File: src/rtl/hslp_pkg.sv
// ----------------------------------------------------------------------------
// hslp_pkg: shared constants for the linear-probe hash set insert block
// Field widths, stream packing, status codes and parameter defaults.
// ----------------------------------------------------------------------------
package hslp_pkg;

  // Request and result field widths
  localparam int KEY_TEXT_W  = 64;
  localparam int KEY_LEN_W   = 4;
  localparam int STATUS_W    = 2;
  localparam int CAP_W       = 9;
  localparam int HASH_W      = 32;

  // Stream data widths, padded to whole bytes
  localparam int IN_TDATA_W  = 72;
  localparam int OUT_TDATA_W = 8;

  // Hash multiplier
  localparam logic [HASH_W-1:0] HASH_MULT = 32'd31;

  // Result status codes
  localparam logic [STATUS_W-1:0] ST_INSERTED = 2'd0;
  localparam logic [STATUS_W-1:0] ST_PRESENT  = 2'd1;
  localparam logic [STATUS_W-1:0] ST_FULL     = 2'd2;

  // Parameter defaults
  localparam int DEF_TABLE_DEPTH   = 256;
  localparam int DEF_MAX_KEY_BYTES = 8;

endpackage

File: src/rtl/hslp_hash.sv
// ----------------------------------------------------------------------------
// hslp_hash: byte-serial key hash
// One key byte a cycle: h = byte + 31*h, stops at the length or a zero byte.
// ----------------------------------------------------------------------------
module hslp_hash #(
  parameter int MAX_KEY_BYTES = hslp_pkg::DEF_MAX_KEY_BYTES,
  parameter int KEY_W         = 8 * MAX_KEY_BYTES
) (
  input  logic                           clk,
  input  logic                           rst,
  input  logic                           start,
  input  logic [KEY_W-1:0]               key_text,
  input  logic [hslp_pkg::KEY_LEN_W-1:0] key_length,
  output logic                           done,
  output logic [hslp_pkg::HASH_W-1:0]    hash,
  output logic [KEY_W-1:0]               key
);
  import hslp_pkg::*;

  logic [KEY_W-1:0]     text_sh;
  logic [KEY_W-1:0]     key_sh;
  logic [HASH_W-1:0]    h;
  logic [KEY_LEN_W-1:0] len_sat;
  logic [KEY_LEN_W-1:0] cnt;
  logic                 alive;
  logic                 busy;
  logic [7:0]           cur_byte;
  logic                 take;

  assign cur_byte = text_sh[7:0];
  assign take     = alive && (cnt < len_sat) && (cur_byte != 8'h00);

  always_ff @(posedge clk) begin
    if (rst) begin
      busy  <= 1'b0;
      done  <= 1'b0;
      alive <= 1'b0;
      cnt   <= '0;
    end else begin
      done <= 1'b0;
      if (start) begin
        busy  <= 1'b1;
        alive <= 1'b1;
        cnt   <= '0;
      end else if (busy) begin
        alive <= take;
        cnt   <= cnt + KEY_LEN_W'(1);
        if (cnt == KEY_LEN_W'(MAX_KEY_BYTES - 1)) begin
          busy <= 1'b0;
          done <= 1'b1;
        end
      end
    end
  end

  // Payload path: shift text out, shift kept bytes into the key
  always_ff @(posedge clk) begin
    if (start) begin
      text_sh <= key_text;
      key_sh  <= '0;
      h       <= '0;
      len_sat <= (key_length > KEY_LEN_W'(MAX_KEY_BYTES)) ?
                 KEY_LEN_W'(MAX_KEY_BYTES) : key_length;
    end else if (busy) begin
      text_sh <= text_sh >> 8;
      key_sh  <= (key_sh >> 8) |
                 (KEY_W'(take ? cur_byte : 8'h00) << (KEY_W - 8));
      if (take) begin
        h <= h * HASH_MULT + HASH_W'(cur_byte);
      end
    end
  end

  assign hash = h;
  assign key  = key_sh;

endmodule

File: config.mk
export PLATFORM = sky130hd
export DESIGN_NAME = hslp_hash
export DESIGN_NICKNAME = d
export VERILOG_FILES = /design/src/rtl/hslp_pkg.sv /design/src/rtl/hslp_hash.sv
export SDC_FILE = /design/constraint.sdc
export NUM_CORES = 1
export LEC_CHECK = 0
export ABC_AREA = 0
export BUFFER_PORTS_ARGS = -buffer_cell sky130_fd_sc_hd__buf_2
export CORE_UTILIZATION = 58
export DETAILED_ROUTE_END_ITERATION = 7
export GPL_TIMING_DRIVEN = 0
export PLACE_DENSITY = 0.81
export SLEW_MARGIN = 20
export SYNTH_ARGS = -nofsm -noshare
export SYNTH_HDL_FRONTEND = slang
export SYNTH_SLANG_ARGS = --single-unit
File: constraint.sdc
create_clock -name clk -period 5.1 [get_ports clk]
set_clock_uncertainty 0.1 [all_clocks]
set_input_delay 1.02 -clock clk [delete_from_list [all_inputs] [get_ports clk]]
set_output_delay 1.02 -clock clk [all_outputs]
set_load 0.03 [all_outputs]
==> results.toml, run 1 <==
[outcome]
status = "finished with violations"
violations = "DRC"

[flow_run]
drv_cap = 0

[sta]
slew_headroom_pct = 35.1
setup_tns_ps = 0
finalSetupViolCount = 0
rsz0062_at_grt = "no"
drv_slew = 0
timing.fmax_mhz = 212
hold_slack_ps = 391
post-route-period-util_pct = 92.3
finalHoldViolCount = 0
min_period_ps = 4710
tightestPinTransition_ps = 973

[synthesis]
synth.ff_latch_count = 171
synth.lib_cells_used.distinct = 64
yosysWarnings = 0
synth_edf_count = 68
yosys.area.top_type = "dfxtp_1"
syn_avg_cell_area_sq_um = 10.7
syn-instance-count = 1017
synth_ff_type = "dfxtp_1"
synth.area.top_cells = "dfxtp_1 (19%), edfxtp_1 (19%), fa_1 (16%), ha_1 (7.6%), mux2i_1 (6.0%)"
netlist_area_sq_um = 10900
syn_nets = 1240
ys_seq_area_share_pct = 37.7
synth_top_area_share_pct = 18.9
synthArstFlopShare_pct = 0

[clocking]
cts_buffers = 17
cts_resized = 0
clock_path_buffers = 2
clock_latency_ps = 430
clkSlewWorstSetupHoldPaths_ps = 70
clock_sinks = 171
post_cts_buffers = 0
root_buffer = "clkbuf_16"
cts_hold_buf = 0
cts_tree = "built"
h-tree-depth = 4

[final_layout]
final_common_cell = "buf_2"
fill_cells = 1357
fin_nets = 1427
area_growth_pct = 16.2
mostFrequentLayoutCells = "buf_2 (172), inv_1 (165), dfxtp_1 (103)"
final_layout_size_suffix_gt1_share_pct = 22.8

[route]
final_antenna_net_count = 0
wl_per_cell_microns = 17.4
wl_microns = 25300
first_iter_violations = 641
viasPerCell = 5.52
dr.pass1.iters = 8
drc_errors = 4
num_vias = 8009

[placement]
hpwl_microns = 19400
place.gp.congestion = 0.902
io_buffers = 167

[global_route]
antenna_found_initial = 7
grt_pass1_wl_microns = 41500
overflow = 0
grt_pass1_vias = 8154
grtUsageTotal_pct = 27.4
grt_max_degree = 34

[floorplan]
initial_core_util_pct = 59.8
core_sq_um = 18200
fp.dieH_microns = 139
placementRows = 49
die_w_microns = 139
die_area_sq_um = 19300
io_pins = 168

[worst_setup_path]
worstSetupPathType = "reg -> reg"
crit_fanout = 6
required_ps = 5320
start_kind = "flip-flop"
worstSetupEndpointType = "flip-flop"
crit_arrival_ps = 4930

[min_path]
hold_class = "reg -> reg"

[pwr]
p_per_area_nw_per_um2 = 300
power.leakage_uw = 0.00586
ir_worst_vdd_mv = 0.355
-- synth_stat cells (2+ instances only) --
cell type	n
nor2b_1	5
nor3_1	3
ha_1	66
o21ai_0	24
a31o_2	2
nand4_1	11
o211ai_1	2
or3_1	5
nor4_1	3
nand3b_1	2
a31oi_1	6
o31ai_1	2
and2_1	11
nand3_1	13
a22o_1	8
a21o_1	15
edfxtp_1	68
or4_1	2
a211oi_1	5
o21a_1	2
nand2_1	35
nand2b_1	8
a211o_1	2
o21ai_1	8
and3_1	4
inv_1	166
a21oi_1	35
clkbuf_1	20
dfxtp_1	103
a221oi_1	2
fa_1	86
mux2i_1	65
xnor2_1	20
nor2_1	94
buf_2	5
a32o_1	3
xor2_1	14
mux2_2	56
buf_1	11
-- sequential cells by signal (all words and copies together), names as in the netlist --
name     cells
alive        1
busy         1
cnt          4
done         1
hash        32
key         64
len_sat      4
text_sh     64
-- through the flow --
stage               setup WS [ps]  total power [uW]  utilization [%]  instances  instance area (sq um)
floorplan                     481              2240                -       1017                  10900
global placement              497              2420             66.0       1413                  12000
detailed placement            429              2460             66.1       1414                  12000
CTS                           397              3800             69.5       1446                  12600
global route                  113              3980             69.5       1450                  12700
finish                        393              3800             69.5       1451                  12700
-- cells by family after synthesis --
logic type	share of synthesized area (%)
buffers and inverters	7.12
flip-flops	37.7
multiplexers	11.8
adder cells (fa/ha/maj)	23.4
AO/OA/AOI/OAI	8.82
AND/OR/NAND/NOR	8.52
XOR/XNOR	2.73
-- layer usage --
metal | global-route usage, % | routed length [microns]
met3 | 7.84 | 1870
met5 | 0 | 0
met4 | 8.36 | 537
met1 | 34.2 | 10400
met2 | 46.2 | 12500
-- worst paths after layout --
kind,from,end,slack [ps],cells after the start
max,hash[3],hash[29],390,15
min reg2reg,alive,alive,390,2
max reg2reg,hash[3],hash[29],390,15
min,alive,alive,390,2
-- worst max-delay path, cell delays in order (launching register included) --
cell and delay [ps]:
dfxtp_1 420, inv_1 180, fa_1 530, inv_1 60, fa_1 530, inv_1 50, fa_1 530, inv_1 50
ha_1 380, a21o_1 240, a31oi_2 260, a21oi_2 140, o21ai_4 220, a2111oi_1 130, or4_1 520, a32o_1 260
-- where the power goes --
group / total, uW / switching, uW / internal [uW] / leakage [uW]
combinational: 894 / 534 / 360 / 0.00405
sequential: 1550 / 46.5 / 1510 / 0.00152
clock: 1350 / 563 / 786 / 0.000294
total: 3800 / 1140 / 2650 / 0.00586
-- final cells by class --
type                       count  area, sq um  area share [%]
multi-input combinational    642         6020            47.5
sequential                   171         4100            32.4
timing repair buffer         168          856            6.76
inverter                     167          629            4.97
clock buffer                  18          439            3.47
tap                          229          287            2.26
clock inverter                14          169            1.33
buffer                        37          149            1.18
antenna                        5         12.5          0.0988
No activity file was read; power rests on OpenSTA's default activity.
==> run 2, diff against run 1 <==
--- a/config.mk
+++ b/config.mk
@@ -6,11 +6,11 @@
 export NUM_CORES = 1
 export LEC_CHECK = 0
 export ABC_AREA = 0
-export BUFFER_PORTS_ARGS = -buffer_cell sky130_fd_sc_hd__buf_2
-export CORE_UTILIZATION = 58
+export CORE_UTILIZATION = 59
 export DETAILED_ROUTE_END_ITERATION = 7
+export DONT_BUFFER_PORTS = 1
 export GPL_TIMING_DRIVEN = 0
-export PLACE_DENSITY = 0.81
+export PLACE_DENSITY = 0.75
 export SLEW_MARGIN = 20
 export SYNTH_ARGS = -nofsm -noshare
 export SYNTH_HDL_FRONTEND = slang
==> run 2 against run 1 <==
Effect of this change: critical endpoint unchanged; fmax is 3.3% lower; sequential share of layout area is 2.3 points higher; total power is 2.4% lower; die area is 1.7% lower; register-to-register slack worse by 160 ps; the flow now finishes without violations.
==> results.toml, run 2 (synthesis gave the netlist of run 1 again) <==
[worst_setup_path]
reg2reg_depth = 15
required_ps = 5320
worstSetupPathType = "reg -> reg"
r2r_end = "hash[29]"
start_kind = "flip-flop"
setup.worst_path.start = "hash[2]"
reg2reg_slack_ps = 230
critPathCapture = "hash[29]"
crit_arrival_ps = 5090
crit_fanout = 6
reg2reg_from = "hash[2]"
worstSetupEndpointType = "flip-flop"

[placement]
hpwl_microns = 18500
place.gp.congestion = 0.898
io_buffers = 0
dp_worst_setup_slack_ps = 93.3

[sta]
finalHoldViolCount = 0
setup_tns_ps = 0
post-route-period-util_pct = 95.5
drv_slew = 0
rsz0062_at_grt = "no"
timing.fmax_mhz = 205
finalSetupViolCount = 0
tightestPinTransition_ps = 854
fin_ws_ps = 231
min_period_ps = 4870
slew_headroom_pct = 43.1

[clocking]
cts_buffers = 17
cts_tree = "built"
root_buffer = "clkbuf_16"
clock_latency_ps = 430
h-tree-depth = 4
clock_sinks = 171
clkSlewWorstSetupHoldPaths_ps = 70
clock_path_buffers = 2

[floorplan]
fp.dieH_microns = 138
placementRows = 49
io_pins = 168
initial_core_util_pct = 60.4
die_area_sq_um = 19000
core_sq_um = 18000
die_w_microns = 138

[route]
first_iter_violations = 588
viasPerCell = 5.64
dr.pass1.iters = 5
drc_errors = 0
final_antenna_net_count = 0
num_vias = 7265
wl_per_cell_microns = 18.4
wl_microns = 23600

[final_layout]
area_growth_pct = 8.58
final_layout_size_suffix_gt1_share_pct = 11.0
fin_nets = 1260
final_common_cell = "inv_1"
fill_cells = 1432
mostFrequentLayoutCells = "inv_1 (165), dfxtp_1 (99), nor2_1 (94)"

[flow_run]
drv_cap = 0

[pwr]
ir_worst_vdd_mv = 0.260
p_per_area_nw_per_um2 = 313
power.leakage_uw = 0.00505

[outcome]
status = "finished, final reports clean"

[global_route]
grt_pass1_wl_microns = 37300
overflow = 0
grt_max_degree = 52
grt_pass1_vias = 7273
antenna_found_initial = 11
grtUsageTotal_pct = 26.0

[min_path]
hold_class = "reg -> reg"
[run 2: changes by cell type in the layout (fill, tap and decap cells not counted), sizes merged]
cell,previous run,this run
inv,169,174
buf,185,18
diode,5,9
clkinv,7,4
clkbuf,38,39
clkinvlp,2,0
bufinv,3,1
[run 2: routing by layer]
metal	vias up	global-route usage (%)	wire length, microns
li1	3451	-	-
met4	4	9.06	384
met2	225	42.6	11600
met5	-	0	26
met1	3549	32.6	9960
met3	36	7.75	1660
[run 2: per-stage QoR]
stage / total power, uW / util, % / instance area, sq um / std cells / hold WS [ps]
floorplan: 2240 / - / 10900 / 1017 / 344
global placement: 2380 / 62.0 / 11200 / 1246 / 353
detailed placement: 2420 / 62.2 / 11200 / 1247 / 358
CTS: 3710 / 65.5 / 11800 / 1278 / 370
global route: 3890 / 65.6 / 11800 / 1283 / 401
finish: 3710 / 65.6 / 11800 / 1287 / 371
[run 2: critical path: stages, from the launching register on]
cell       delay (ps)
dfxtp_2           470
inv_1             190
fa_1              570
inv_1              60
fa_1              560
inv_1              70
fa_1              550
inv_1              60
ha_1              380
a21o_1            230
a31oi_2           250
a21oi_2           130
o21ai_4           220
a2111oi_1         140
or4_1             520
a32o_1            250
[run 2: where the power goes]
group	leakage [uW]	switching (uW)	total [uW]	internal (uW)
Combinational	0.00323	477	810	333
Sequential	0.00152	79.0	1590	1510
Clock	0.000297	582	1310	729
[run 2: worst min-delay path by stage]
stage / from / to / slack (ps) / depth (start not counted)
after global routing: alive / alive / 400 / 2
after global placement: alive / alive / 350 / 2
final: alive / alive / 370 / 2
after CTS: alive / alive / 370 / 2
after floorplan: alive / alive / 340 / 2
after detailed placement: alive / alive / 360 / 2
[run 2: cell type report]
type,count,area (sq um),share of cell area (%)
clock buffer,19,464,3.92
clock inverter,12,126,1.07
inverter,167,629,5.32
tap,229,287,2.42
timing repair buffer,1,27.5,0.233
sequential,171,4110,34.7
multi-input combinational,642,6020,50.9
buffer,37,149,1.26
antenna,9,22.5,0.190
[run 2: timing repair]
action / 4_1_cts / 5_1_grt
setup endpoints to repair: 0 / 2
resized for setup: 0 / 4
buffers inserted: 0 / 0
hold buffers: 0 / 0
endpoints found under the hold margin: 0 / 0
