==> src/rtl/hslp_pkg.sv <==
// ----------------------------------------------------------------------------
// hslp_pkg: shared constants for the linear-probe hash set insert block
// Field widths, stream packing, status codes and parameter defaults.
// ----------------------------------------------------------------------------
package hslp_pkg;

  // Request and result field widths
  localparam int KEY_TEXT_W  = 64;
  localparam int KEY_LEN_W   = 4;
  localparam int STATUS_W    = 2;
  localparam int CAP_W       = 9;
  localparam int HASH_W      = 32;

  // Stream data widths, padded to whole bytes
  localparam int IN_TDATA_W  = 72;
  localparam int OUT_TDATA_W = 8;

  // Hash multiplier
  localparam logic [HASH_W-1:0] HASH_MULT = 32'd31;

  // Result status codes
  localparam logic [STATUS_W-1:0] ST_INSERTED = 2'd0;
  localparam logic [STATUS_W-1:0] ST_PRESENT  = 2'd1;
  localparam logic [STATUS_W-1:0] ST_FULL     = 2'd2;

  // Parameter defaults
  localparam int DEF_TABLE_DEPTH   = 256;
  localparam int DEF_MAX_KEY_BYTES = 8;

endpackage

==> src/rtl/hslp_mod.sv <==
// ----------------------------------------------------------------------------
// hslp_mod: bit-serial remainder unit
// Restoring remainder of a 32-bit hash by the active capacity, one bit a cycle.
// ----------------------------------------------------------------------------
module hslp_mod (
  input  logic                        clk,
  input  logic                        rst,
  input  logic                        start,
  input  logic [hslp_pkg::HASH_W-1:0] dividend,
  input  logic [hslp_pkg::CAP_W-1:0]  divisor,
  output logic                        done,
  output logic [hslp_pkg::CAP_W-1:0]  rem
);
  import hslp_pkg::*;

  localparam int CNT_W = $clog2(HASH_W);

  logic [HASH_W-1:0] q;
  logic [CAP_W-1:0]  r;
  logic [CAP_W-1:0]  div;
  logic [CNT_W-1:0]  cnt;
  logic              busy;
  logic [CAP_W:0]    sh;
  logic [CAP_W:0]    diff;

  assign sh   = {r, q[HASH_W-1]};
  assign diff = sh - {1'b0, div};

  always_ff @(posedge clk) begin
    if (rst) begin
      busy <= 1'b0;
      done <= 1'b0;
      cnt  <= '0;
    end else begin
      done <= 1'b0;
      if (start) begin
        busy <= 1'b1;
        cnt  <= '0;
      end else if (busy) begin
        cnt <= cnt + CNT_W'(1);
        if (cnt == CNT_W'(HASH_W - 1)) begin
          busy <= 1'b0;
          done <= 1'b1;
        end
      end
    end
  end

  always_ff @(posedge clk) begin
    if (start) begin
      q   <= dividend;
      r   <= '0;
      div <= divisor;
    end else if (busy) begin
      q <= q << 1;
      r <= (sh >= {1'b0, div}) ? diff[CAP_W-1:0] : sh[CAP_W-1:0];
    end
  end

  assign rem = r;

endmodule

==> config.mk <==
export PLATFORM = sky130hd
export DESIGN_NAME = hslp_mod
export DESIGN_NICKNAME = d
export VERILOG_FILES = /design/src/rtl/hslp_pkg.sv /design/src/rtl/hslp_mod.sv
export SDC_FILE = /design/constraint.sdc
export NUM_CORES = 1
export LEC_CHECK = 0
export BUFFER_PORTS_ARGS = -buffer_cell sky130_fd_sc_hd__buf_2
export CAP_MARGIN = 20
export CORE_MARGIN = 4
export CORE_UTILIZATION = 50
export CTS_CLUSTER_DIAMETER = 60
export CTS_CLUSTER_SIZE = 28
export DETAILED_ROUTE_END_ITERATION = 16
export PLACE_DENSITY = 0.73
export SLEW_MARGIN = 20
export SYNTH_ARGS = -nofsm -noshare
export SYNTH_HDL_FRONTEND = slang
export SYNTH_SLANG_ARGS = --single-unit
==> constraint.sdc <==
create_clock -name clk -period 2.8 [get_ports clk]
set_clock_uncertainty 0.2 [all_clocks]
set_input_delay 0.84 -clock clk [delete_from_list [all_inputs] [get_ports clk]]
set_output_delay 0.84 -clock clk [all_outputs]
set_load 0.01 [all_outputs]
==> flow_summary_export.csv, run 1 <==
group,metric,value,unit
floorplan,rows,26,
clock_network,htreeDepth,3,
sta,period_needed,2.53,ns
yosys,synthFlopType,"edfxtp_1",
routing,wl_met3,344,µm
pwr,p_int,1670,µW
pwr,power_density,663,nW/µm²
critical_path,slowest_stage,"fa_1",
clock_network,path_clk_slew,0.06,ns
global_route,antenna_found_initial,0,
clock_network,cts-root-buf,"clkbuf_8",
floorplan,die_h,82.6,µm
cells_and_area,drive_gt1_frac,0.402,
cells_and_area,diodes,0,
yosys,synth_most_common_cell,"edfxtp_1",
sta,period_share,0.905,
place,dpl_cell_area,3120,µm²
cells_and_area,syn_to_final_growth,19.8,%
clock_network,cts_resized,0,
critical_path,worstPathMaxFanout,13,
cells_and_area,post-route-util,0.637,
routing,drc,0,
pwr,p_seq_frac,0.464,
floorplan,dieArea,6830,µm²
clock_network,hold_buffers,0,
global_route,grt-ovfl-total,0,
yosys,synthTopCellsByCount,"edfxtp_1, mux2_2, nor2_1, dfxtp_1, inv_1",
place,numPortBuffers,53,
place,hpwl,3530,µm
critical_path,start_kind,"register",
pwr,swShare,0.245,
critical_path,crit_type,"register to register",
global_route,grt_max_degree,33,
critical_path,cp_top_family,"compound AO/OA/AOI/OAI gates",
routing,wire_per_inst,14.2,µm
routing,wl_met2,2080,µm
floorplan,die_x,82.6,µm
yosys,synth_cell_type_count,43,
floorplan,initial_core_util,0.532,
yosys,synthArstFlopShare,0,
routing,ant_nets,0,
floorplan,core,5240,µm²
cells_and_area,nets,332,
yosys,synthesis.area,2780,µm²
pwr,p_comb_frac,0.164,
yosys,synth_area_per_cell,12.7,µm²
run,cap_viol_max_count,0,
routing,drt_iter0_drc,141,
critical_path,critical_path.max_stage_delay,0.40,ns
global_route,grtUsageTotal,0.159,
place,place_congestion,0.861,
yosys,synth_edf_count,41,
yosys,synth_top_area_frac,0.442,
critical_path,crit_buf_inv,2,
yosys,synth_area_leaders,"edfxtp_1, mux2_2, dfxtp_1, ha_1, mux2i_1",
sta,relSlewSlack,0.504,
pwr,peakVddDrop,345,µV
clock_network,cts_setup_buffers,0,
clock_network,cts_made_buffers,9,
yosys,ys_ff_latch,57,
sta,hold_viol_final,0,
critical_path,cp_data_arrival_time,2.53,ns
yosys,yosys_warnings,0,
yosys,synth_fp_nets,275,
yosys,ys_seq_area_frac,0.557,
clock_network,clock_latency,0.33,ns
global_route,grt_pass1_wl,7870,µm
sta,fin_setup_tns,0,ns
clock_network,cts_max_path_buffers,2,
status,status,"completed",
routing,wl,4980,µm
sta,fmax,395,MHz
sta,setup_viol,0,
routing,via_per_inst,5.14,
routing,met1Wirelength,2440,µm
yosys,synth_area_leader_cell,"edfxtp_1",
critical_path,cp_data_required_time,2.80,ns
global_route,first_global_vias,1700,
clock_network,cts.sinks,57,
routing,top_layer,"met4",
cells_and_area,final_area,3330,µm²
floorplan,io_pins,54,
sta,rsz0062_at_grt,"no",
pwr,leakagePower,0.00139,µW
routing,vias,1803,
routing,drt-pass1-iter-count,4,
pwr,p_clk_frac,0.371,
yosys,syn_inst,219,
critical_path,endpoint_kind,"register",
pwr,power.switching,541,µW
critical_path,crit_path_cell_trace,"inv_1 -> ha_1 -> inv_1 -> fa_1 -> a211oi_1 -> o21a_1 -> o211a_4 -> mux2i_1 -> a211oi_1",
sta,tightest_slew,0.744,ns
worst_hold_path,worstHoldPathType,"register to register",
sta,slew_violations,0,
clock_network,cts_tree,"yes",
==> layout by cell type (no fill, tap or decap), drive strengths merged, types with 2 or more instances in the layout <==
master  netlist  layout
a211oi        7       7
a21o          2       2
a21oi         7       7
a311oi        4       4
a31o          2       2
and2          2       2
and3          2       2
buf           2      57
bufinv        0       2
clkbuf        9      10
clkinv        0       4
dfxtp        16      16
edfxtp       41      41
ha           11      11
inv          13      13
mux2         31      31
mux2i         8       8
nand2         8       8
nand3         2       2
nand4b        2       2
nor2         19      19
nor4b         2       2
o211ai        2       2
o21ai         3       3
or2           4       4
or3           2       2
xnor2         2       2
xor2          5       5
==> registers in the layout, indices dropped and copies added (netlist names) <==
register and count:
div 9, busy 1, cnt 5, done 1
q 32, rem 9
==> metal layers <==
metal  vias up  track usage
li1        922            -
met5         -            0
met3         9       0.0553
met2        46        0.217
met4         0       0.0784
met1       826        0.223
==> power groups by stage <==
stage	Clock [µW]	Combinational, µW	Sequential [µW]
after floorplan	0	264	1040
after global placement	0	352	1040
after detailed placement	0	359	1040
after CTS	836	360	1030
after global routing	878	406	1040
final	821	363	1030
==> area by class of cell <==
class / instances / area, µm²
fillers: 426 / 1900
flip-flops and latches: 57 / 1550
multi-input cells: 138 / 1140
repair buffers: 57 / 295
clock buffers: 10 / 128
well taps: 70 / 87.6
clock inverters: 6 / 82.6
inverters: 13 / 48.8
==> tightest hold or removal path: cells and delay by family, from the launching register on <==
family | cells | cell delay (ns)
flip-flops | 1 | 0.33
AND/OR/NAND/NOR | 1 | 0.07
multiplexers | 1 | 0.07
==> path summary, 6_finish.rpt <==
path / start / endpoint / slack (ns) / depth (start not counted)
max: q[31] / rem[6] / 0.27 / 9
min: cnt[4] / cnt[4] / 0.30 / 2
max reg2reg: q[31] / rem[6] / 0.27 / 9
min reg2reg: cnt[4] / cnt[4] / 0.30 / 2
==> through the flow <==
step	worst slack [ns]	cells	hold WS, ns	total power (µW)
CTS	0.148	351	0.308	2220
finish	0.265	351	0.304	2210
global placement	0.260	335	0.284	1390
detailed placement	0.173	335	0.295	1400
floorplan	0.298	219	0.267	1300
global route	0.0922	351	0.353	2320
==> logic make-up (layout without fill, tap and decap cells) <==
logic type / after synthesis / count (layout) / synth area share
XOR/XNOR: 7 / 7 / 0.0220
flip-flops: 57 / 57 / 0.557
AND/OR/NAND/NOR: 50 / 50 / 0.0957
buffers and inverters: 24 / 86 / 0.0355
AO/OA/AOI/OAI: 30 / 30 / 0.0787
multiplexers: 39 / 39 / 0.154
adder cells (fa/ha/maj): 12 / 12 / 0.0566
Note: power is estimated with default switching activity, not from simulation.
==> run 2: changes to the inputs <==
--- a/config.mk
+++ b/config.mk
@@ -5,6 +5,7 @@
 export SDC_FILE = /design/constraint.sdc
 export NUM_CORES = 1
 export LEC_CHECK = 0
+export ABC_AREA = 1
 export BUFFER_PORTS_ARGS = -buffer_cell sky130_fd_sc_hd__buf_2
 export CAP_MARGIN = 20
 export CORE_MARGIN = 4
==> constraint.sdc (replaced) <==
create_clock -name clk -period 2.8 [get_ports clk]
set_clock_uncertainty 0.2 [all_clocks]
set_input_delay 0.42 -clock clk [delete_from_list [all_inputs] [get_ports clk]]
set_output_delay 0.42 -clock clk [all_outputs]
set_load 0.01 [all_outputs]
==> run 2 against run 1 <==
Compared with the run above: power down 12%; setup slack improved by 0.48 ns; global-route usage grew 0.48 points; critical endpoint is now rem[8]; routed wire length increased by 7.5%.
==> flow_summary_export.csv, run 2 <==
group,metric,value,unit
pwr,p_comb_frac,0.113,
sta,period_share,0.735,
global_route,first_global_vias,2139,
sta,hold_viol_final,0,
yosys,synth_area_leader_cell,"edfxtp_1",
critical_path,crit_top_cell,"nand2_1",
critical_path,worstPathMaxFanout,10,
sta,rsz0062_at_grt,"no",
critical_path,slowest_stage,"fa_1",
yosys,synth_top_area_frac,0.430,
clock_network,htreeDepth,3,
routing,drt-pass1-iter-count,4,
global_route,grtUsageTotal,0.164,
routing,via_per_inst,4.68,
worst_hold_path,worstHoldPathType,"input pin to register",
pwr,power_density,574,nW/µm²
yosys,synth_area_leaders,"edfxtp_1, nand2_1, dfxtp_1, ha_1, inv_1",
yosys,ys_seq_area_frac,0.542,
sta,holdWs,0.0688,ns
sta,slew_violations,0,
critical_path,start_kind,"register",
cells_and_area,diodes,0,
pwr,swShare,0.232,
sta,fin_setup_tns,0,ns
cells_and_area,syn_to_final_growth,18.0,%
yosys,synthTopCellsByCount,"nand2_1, edfxtp_1, inv_1, nand3_1, dfxtp_1",
sta,setup_viol,0,
yosys,synth_area_per_cell,8.56,µm²
clock_network,cts_setup_buffers,0,
global_route,grt_pass1_wl,9290,µm
critical_path,cp_data_arrival_time,2.12,ns
yosys,synthArstFlopShare,0,
sta,relSlewSlack,0.392,
sta,fmax,486,MHz
yosys,synthesis.area,2860,µm²
yosys,synthFlopType,"edfxtp_1",
routing,vias,2190,
clock_network,cts_made_buffers,9,
place,hpwl,4000,µm
clock_network,hold_buffers,0,
cells_and_area,largest_register_ff_count,32,
floorplan,io_pins,54,
global_route,antenna_found_initial,0,
routing,drc,0,
place,place_congestion,0.809,
floorplan,initial_core_util,0.516,
routing,ant_nets,0,
cells_and_area,drive_gt1_frac,0.197,
yosys,synth_cell_type_count,27,
clock_network,cts.sinks,57,
yosys,syn_inst,334,
pwr,p_seq_frac,0.518,
yosys,synth_most_common_cell,"nand2_1",
worst_hold_path,hold_depth,1,
critical_path,critical_path.max_stage_delay,0.42,ns
place,numPortBuffers,53,
critical_path,cp_top_family,"simple AND/OR/NAND/NOR gates",
status,status,"completed",
critical_path,crit_type,"register to register",
routing,wire_per_inst,11.4,µm
routing,drt_iter0_drc,91,
critical_path,r2r_cells,11,
global_route,grt_max_degree,33,
floorplan,rows,27,
pwr,p_int,1490,µW
floorplan,die_x,83.6,µm
clock_network,path_clk_slew,0.06,ns
floorplan,core,5540,µm²
pwr,leakagePower,0.00175,µW
cells_and_area,nets,447,
yosys,ys_ff_latch,57,
sta,tightest_slew,0.911,ns
pwr,power.switching,449,µW
run,cap_viol_max_count,0,
critical_path,endpoint_kind,"register",
clock_network,cts_tree,"yes",
routing,wl,5350,µm
clock_network,cts_max_path_buffers,2,
critical_path,cp_data_required_time,2.87,ns
critical_path,crit_path_cell_trace,"inv_1 -> ha_1 -> inv_1 -> fa_1 -> nand2_1 -> nand3_1 -> nand2_4 -> nand2_8 -> nand2_1 -> nand3_1 -> nand2_1",
cells_and_area,layout_common_cells,"nand2_1, buf_2, edfxtp_1, inv_1, nand3_1",
floorplan,dieArea,6990,µm²
clock_network,clock_latency,0.32,ns
yosys,synth_edf_count,41,
yosys,yosys_warnings,0,
sta,period_needed,2.06,ns
cells_and_area,final_common_cell,"nand2_1",
clock_network,cts-root-buf,"clkbuf_8",
pwr,p_clk_frac,0.369,
floorplan,die_h,83.6,µm
global_route,grt-ovfl-total,0,
critical_path,crit_cells,11,
yosys,synth_fp_nets,390,
pwr,peakVddDrop,397,µV
cells_and_area,largest-register,"q",
critical_path,crit_buf_inv,2,
clock_network,cts_resized,0,
run 2: cell families (layout without fill, tap and decap cells):
| logic type | count (synthesis) | in the layout | synth area share |
|---|---|---|---|
| xor+xnor | 4 | 4 | 0.0123 |
| buf+inv | 45 | 107 | 0.0656 |
| compound gates | 9 | 9 | 0.0166 |
| fa+ha+maj | 12 | 12 | 0.0551 |
| flops | 57 | 57 | 0.542 |
| simple gates | 207 | 207 | 0.308 |
run 2: path summary, 6_finish.rpt:
check	from	endpoint	slack [ns]
setup / recovery	q[31]	rem[8]	0.74
hold / removal	divisor[1]	div[1]	0.07
setup reg to reg	q[31]	rem[8]	0.74
hold reg to reg	cnt[4]	cnt[4]	0.27
run 2: area by class of cell:
type | instances | area (µm²)
Fill cell | 508 | 2160
Sequential cell | 57 | 1550
Multi-Input combinational cell | 232 | 1120
Timing Repair Buffer | 56 | 288
Clock buffer | 14 | 184
Inverter | 35 | 131
Tap cell | 72 | 90.1
Clock inverter | 2 | 10.0
run 2: power by group through the flow:
| stage | Clock [µW] | Sequential [µW] | Combinational [µW] |
|---|---|---|---|
| after floorplan | 0 | 1020 | 153 |
| after global placement | 0 | 1020 | 217 |
| after detailed placement | 0 | 1020 | 220 |
| after CTS | 736 | 1010 | 221 |
| after global routing | 774 | 1010 | 257 |
| final | 715 | 1010 | 219 |
run 2: stage by stage:
stage	total power [µW]	area [µm²]	setup WS, ns	std cells	utilization
CTS	1960	3380	0.726	468	0.609
floorplan	1170	2860	0.812	334	-
global route	2040	3380	0.570	468	0.609
global placement	1240	3180	0.787	452	0.574
finish	1940	3380	0.743	468	0.609
detailed placement	1240	3180	0.734	452	0.574
run 2: per-layer routing:
layer | global-route usage | routed length (µm)
met1 | 0.213 | 2510
met2 | 0.260 | 2450
met3 | 0.0503 | 346
met4 | 0.0570 | 39
met5 | 0 | 0
